### src/rtl/assert_macros.svh
// Assertion macros shared by the key table RTL.
`ifndef ASSERT_MACROS_SVH
`define ASSERT_MACROS_SVH

// Checked on every rising edge of clk_i, suspended while rst_ni is low.
`define KFSIT_ASSERT(lbl, prop, msg) \
  lbl: assert property (@(posedge clk_i) disable iff (!rst_ni) (prop)) else $error(msg);

// Checked on every rising edge of clk_i, reset included.
`define KFSIT_ASSERT_ALWAYS(lbl, prop, msg) \
  lbl: assert property (@(posedge clk_i) (prop)) else $error(msg);

`endif

### src/rtl/kfsit_pkg.sv
// Shared constants and controller/datapath interface types for the key table.
package kfsit_pkg;

  // Default table sizes.
  localparam int unsigned CAPACITY_DEF = 256;
  localparam int unsigned BUCKETS_DEF  = 256;

  // Hash multiplier; only the low bucket bits of the product are used.
  localparam int unsigned HASH_MULT_W = 12;
  localparam logic [HASH_MULT_W-1:0] HASH_MULT = 12'd3163;

  // Fixed payload widths.
  localparam int unsigned KEY_W = 64;
  localparam int unsigned IDX_W = 8;

  // Commands from the controller to the datapath.
  typedef struct packed {
    logic clr_we;     // write the empty marker at the clear pointer
    logic accept;     // take a request, hash it, read the bucket head
    logic head_cap;   // read the entry that the bucket head names
    logic follow;     // read the entry that the chain link names
    logic res_found;  // post a hit result
    logic ins;        // insert the key (or post full) and post the result
    logic link_head;  // the new entry links to the bucket head, not to empty
  } cmd_t;

  // Status from the datapath to the controller.
  typedef struct packed {
    logic clr_last;    // clear pointer is at the last bucket
    logic head_live;   // bucket head names a stored entry
    logic hash_match;  // entry read back hashes to the current bucket
    logic key_hit;     // entry read back holds the request key
    logic link_live;   // chain link names a stored entry
    logic out_free;    // result register can take a result this cycle
  } sts_t;

endpackage

### src/rtl/kfsit_ctrl.sv
// Controller of the key table: bucket clearing sweep and chain walk sequencing.
`include "assert_macros.svh"

module kfsit_ctrl (
  input  logic            clk_i,
  input  logic            rst_ni,
  input  logic            in_valid_i,
  output logic            in_stall_o,
  input  kfsit_pkg::sts_t sts_i,
  output kfsit_pkg::cmd_t cmd_o
);
  import kfsit_pkg::*;

  localparam logic [2:0] S_CLR  = 3'd0;  // sweep empty markers into the bucket heads
  localparam logic [2:0] S_IDLE = 3'd1;  // wait for a request
  localparam logic [2:0] S_HEAD = 3'd2;  // bucket head read back
  localparam logic [2:0] S_CMPF = 3'd3;  // first chain entry read back
  localparam logic [2:0] S_CMP  = 3'd4;  // later chain entry read back
  localparam logic [2:0] S_INS  = 3'd5;  // insert or report full

  logic [2:0] state_q, state_d;
  logic       hok_q, hok_d;

  // Next state and commands.
  always_comb begin
    state_d = state_q;
    hok_d   = hok_q;
    cmd_o   = '0;
    cmd_o.link_head = hok_q;
    unique case (state_q)
      S_CLR: begin
        cmd_o.clr_we = 1'b1;
        if (sts_i.clr_last) begin
          state_d = S_IDLE;
        end
      end
      S_IDLE: begin
        if (in_valid_i) begin
          cmd_o.accept = 1'b1;
          state_d      = S_HEAD;
        end
      end
      S_HEAD: begin
        if (sts_i.head_live) begin
          cmd_o.head_cap = 1'b1;
          state_d        = S_CMPF;
        end else begin
          hok_d   = 1'b0;
          state_d = S_INS;
        end
      end
      S_CMPF: begin
        // A head left over from before a table restart can belong to another bucket.
        if (!sts_i.hash_match) begin
          hok_d   = 1'b0;
          state_d = S_INS;
        end else if (sts_i.key_hit) begin
          if (sts_i.out_free) begin
            cmd_o.res_found = 1'b1;
            state_d         = S_IDLE;
          end
        end else if (sts_i.link_live) begin
          cmd_o.follow = 1'b1;
          hok_d        = 1'b1;
          state_d      = S_CMP;
        end else begin
          hok_d   = 1'b1;
          state_d = S_INS;
        end
      end
      S_CMP: begin
        if (sts_i.key_hit) begin
          if (sts_i.out_free) begin
            cmd_o.res_found = 1'b1;
            state_d         = S_IDLE;
          end
        end else if (sts_i.link_live) begin
          cmd_o.follow = 1'b1;
        end else begin
          state_d = S_INS;
        end
      end
      S_INS: begin
        if (sts_i.out_free) begin
          cmd_o.ins = 1'b1;
          state_d   = S_IDLE;
        end
      end
      default: begin
        state_d = S_IDLE;
      end
    endcase
  end

  // State registers.
  always_ff @(posedge clk_i or negedge rst_ni) begin
    if (!rst_ni) begin
      state_q <= S_CLR;
      hok_q   <= 1'b0;
    end else begin
      state_q <= state_d;
      hok_q   <= hok_d;
    end
  end

  assign in_stall_o = (state_q != S_IDLE);

  `KFSIT_ASSERT(a_result_slot_free, (cmd_o.res_found || cmd_o.ins) |-> sts_i.out_free, "result posted over a waiting result")
  `KFSIT_ASSERT(a_accept_leads_head, cmd_o.accept |=> (state_q == S_HEAD && in_stall_o), "accepted request did not start a lookup")

endmodule

### config.mk
export PLATFORM = sky130hd
export DESIGN_NAME = kfsit_ctrl
export DESIGN_NICKNAME = d
export VERILOG_FILES = /design/src/rtl/kfsit_pkg.sv /design/src/rtl/kfsit_ctrl.sv
export VERILOG_INCLUDE_DIRS = /design/src /design/src/rtl
export SDC_FILE = /design/constraint.sdc
export NUM_CORES = 1
export LEC_CHECK = 0
export BUFFER_PORTS_ARGS = -buffer_cell sky130_fd_sc_hd__buf_2
export CORE_AREA = 4 4 41 43
export DETAILED_ROUTE_END_ITERATION = 6
export DIE_AREA = 0 0 45 47
export MAX_ROUTING_LAYER = met4
export SETUP_SLACK_MARGIN = 0.1
export SYNTH_ARGS = -nofsm -noshare
export SYNTH_HDL_FRONTEND = slang
export SYNTH_SLANG_ARGS = --single-unit
### constraint.sdc
create_clock -name clk_i -period 2 [get_ports clk_i]
set_input_delay 0 -clock clk_i [delete_from_list [all_inputs] [get_ports clk_i]]
set_output_delay 0 -clock clk_i [all_outputs]
set_load 0.01 [all_outputs]
# --- Word-level counts from Yosys, hierarchy flattened ---
# Cells that the tools add are included.
op_classes:
  n_eq_ne: 11
  n_mux: 26
  reduce_logical: 4
ops:
  columns: ["cell", "n"]
  rows:
  - ["$mux W3", 8]
  - ["$pmux W3 S6", 1]
  - ["$mux W1", 14]
  - ["$eq A3 B2 Y1 const B", 2]
  - ["$eq A3 B3 Y1 const B", 2]
  - ["$ne A2 B2 Y1 const B", 3]
  - ["$ne A3 B3 Y1 const B", 2]
  - ["$reduce_and A3 Y1", 2]
  - ["$pmux W2 S2", 1]
  - ["$eq A3 B1 Y1 const B", 1]
  - ["$logic_not A3 Y1", 1]
  - ["$ne A3 B1 Y1 const B", 1]
  - ["$mux W2", 1]
  - ["$pmux W1 S2", 1]
  - ["$reduce_bool A2 Y1", 1]
totals:
  ff_bits: 4
  input_bits: 9
  output_inout_bits: 8
  wordCells: 43

# --- Longest topological paths before layout ---
logic_depth:
  depth_word: 4
  ltp_mapped: 4
  ltp_nobuf: 3

# --- Worst setup path before layout ---
# No wires, ideal clock.
synth_path:
  path_type: "flip-flop to flip-flop"
  start: "register state_q[1]"
  end: "register state_q[0]"
  setup_ps: 73
  t_arrival_ps: 1220
  path_slack_ps: 707
  path_stages_with_launch: 5
  n_path_buf: 1
  path_cell_list: "dfrtp_1 > buf_4 > or3b_4 > o32a_1 > a21oi_2"
synth_via:
  elab_chain_cells: 3
synth_rtl:
  columns: ["element", "line_no", "text"]
  rows:
  - ["start: declaration", "kfsit_ctrl.sv:21", "logic [2:0] state_q, state_d;"]
  - ["start signal: assignment", "kfsit_ctrl.sv:101", "state_q <= state_d;"]
  - ["$eq A3 B3 Y1 (tied with other cells)", "kfsit_ctrl.sv:30", "unique case (state_q)"]
  - ["$ne A3 B3 Y1 (no line) / $ne A2 B2 Y1 (equally long branches)", null, null]
  - ["$reduce_and A3 Y1 (no line)", null, null]
# Several ways; a longest one is shown, not always the timed one.
# A chain may end at the register's enable or synchronous reset.

==> flow_summary_export.csv <==
group,metric,value,unit
outcome,status,"complete, no violations",
grt,grt_antenna_before_repair,0,
logic_synthesis,synth-seq-cells,4,
sta,fmax,0.655,GHz
finish,mostFrequentLayoutCells,"buf_2 (16), nor2_1 (5), nor2b_1 (4), dfrtp_1 (4)",
finish,area_growth,28.4,%
logic_synthesis,yosysWarnings,0,
floorplan,coreArea,1300,µm²
place,gp_congestion,0.762,
logic_synthesis,syn_avg_cell_area,8.13,µm²
place,dp_hpwl,668,µm
cts,ctsRootBufferMaster,"clkbuf_4",
cts,clock_path_buffers,2,
grt,overflow,0,
logic_synthesis,syn-cell-area,374,µm²
finish,final_common_cell,"buf_2",
pwr,p_per_area,1220,nW/µm²
cts,clkTransAtPathRegs,0.04,ns
grt,grt_usage,0.0974,
hold_path,holdPathStages,2,
sta,finalHoldViolations,0,
drt,drt_pre_antenna_iters,3,
floorplan,ios,17,
place,place_area,448,µm²
worst_setup_path,cp-start-kind,"flip-flop",
grt,grt_max_degree,17,
worst_setup_path,reg2reg_depth,3,
place,port_buffers,16,
sta,clock_skew,0.00655,ns
finish,final_area,480,µm²
logic_synthesis,syn-num-nets,55,
grt,grt_pass1_wl,1350,µm
cts,post_cts_resized,0,
hold_path,holdCritStartpoint,"sts_i[3]",
drt,via_count,392,
worst_setup_path,crit_type,"reg2out",
logic_synthesis,synthCells,46,
grt,grt_pass1_vias,319,
worst_setup_path,r2r_start,"state_q[0]",
drt,final_antenna_net_count,0,
cts,cts_buffers,3,
logic_synthesis,yosysTopAreaCell,"dfrtp_1",
logic_synthesis,synth_area_leaders,"dfrtp_1 (27%), nor2b_1 (6.7%), a32o_1 (5.4%)",
floorplan,die_area,2120,µm²
sta,period_minus_slack,1.53,ns
logic_synthesis,synth_cell_types,26,
sta,worstMarginPinSlew,0.442,ns
worst_setup_path,cp-end-kind,"output pin",
hold_path,hp-class,"in2reg",
cts,clock_sinks,4,
flow_run,cap_violations,0,
worst_setup_path,critPathLaunch,"state_q[1]",
worst_setup_path,path_max_fanout,11,
floorplan,start_util,0.288,
drt,wire_per_inst,11.7,µm
floorplan,floorplan.die.height,47,µm
drt,drc_errors,0,
finish,nets,73,
cts,cts_tree,"built",
worst_setup_path,r2r_slack,0.58,ns
worst_setup_path,cp-endpoint,"cmd_o[3]",
drt,drt-initial-drc-count,12,
sta,relSlewSlack,0.705,
cts,post-cts-setup-buffers,0,
logic_synthesis,ys_seq_area_frac,0.268,
floorplan,rows,13,
sta,maxSlewViolCount,0,
sta,whs,0.0792,ns
cts,hold_buffers,1,
drt,drt-total-wl,902,µm
sta,rsz0062_at_grt,"false",
floorplan,die-width,45,µm
pwr,vdd_drop_max,0.375,mV
sta,tns,0,ns
finish,antennaDiodeCount,0,
worst_setup_path,worst_ep_required_time,2.00,ns
worst_setup_path,crit_arrival,1.53,ns
finish,layout-drive-gt1-share,0.371,
cts,htreeDepth,1,
pwr,cellLeakagePower,0.232,nW
cts,clk_latency,0.24,ns
logic_synthesis,synth_top_area_share,0.268,
drt,vias_per_cell,5.09,
worst_setup_path,worst_r2r_endpoint,"state_q[0]",
sta,finalCritPeriodShare,0.763,
sta,setup_viol,0,
==> synth_stat cells <==
master	n
nor2_1	5
dfrtp_1	4
nor2b_1	4
nand2b_1	3
a211oi_1	2
a32o_1	2
and3b_1	2
buf_2	2
buf_4	2
inv_1	2
nand2_1	2
o21ai_0	2
a2111oi_2	1
a21o_1	1
a21oi_2	1
a22o_1	1
a31oi_1	1
and3_1	1
inv_2	1
nand3_1	1
nand4_1	1
nor3_1	1
nor3b_1	1
o21bai_1	1
o32a_1	1
or3b_4	1
==> worst min-delay path by stage <==
stage	end	slack, ns
6_report	hok_q	0.08
5_1_grt	hok_q	0.09
4_1_cts	hok_q	0.08
3_5_place_dp	state_q[1]	-0.19
3_3_place_gp	state_q[1]	-0.19
2_1_floorplan	hok_q	-0.30
==> power breakdown <==
part           internal, mW  total [mW]  switching (mW)
combinational         0.162       0.295           0.133
clock                0.0673       0.104          0.0366
sequential            0.112       0.189          0.0772
==> cells by family after synthesis <==
group | synth area share
DFF | 0.268
AOI/OAI and AO/OA | 0.291
and+or+nand+nor | 0.344
buffers and inverters | 0.0970
==> layer usage <==
metal,routed length (µm),global-route usage,up-vias
met2,386,0.130,14
met5,0,-,-
met3,92,0.0498,3
li1,-,-,200
met1,413,0.110,175
met4,10,0.0702,0
==> worst max-delay path, cell delays in order, from the launching register on <==
cell and delay [ns]:
dfrtp_1 0.54, nor2b_1 0.32, a31oi_1 0.16, nor2_1 0.13
buf_2 0.13
==> layout make-up <==
type | instances | area (µm²)
Clock buffer | 3 | 22.5
Fill cell | 142 | 821
Inverter | 3 | 11.3
Multi-Input combinational cell | 35 | 238
Sequential cell | 4 | 100
Tap cell | 15 | 18.8
Timing Repair Buffer | 17 | 90.1
==> state kept, by name, indices dropped and copies added, names as in the netlist <==
| register | cells |
|---|---|
| state_q | 3 |
| hok_q | 1 |
==> metrics by stage <==
stage | std cells | utilization | setup slack [ns] | total power [mW]
CTS | 77 | 0.369 | 0.479 | 0.593
global placement | 73 | 0.344 | 0.608 | 0.484
detailed placement | 73 | 0.344 | 0.591 | 0.485
floorplan | 46 | - | 0.707 | 0.423
global route | 77 | 0.369 | 0.383 | 0.633
finish | 77 | 0.369 | 0.474 | 0.588
Note: power is estimated with default switching activity, not from simulation.
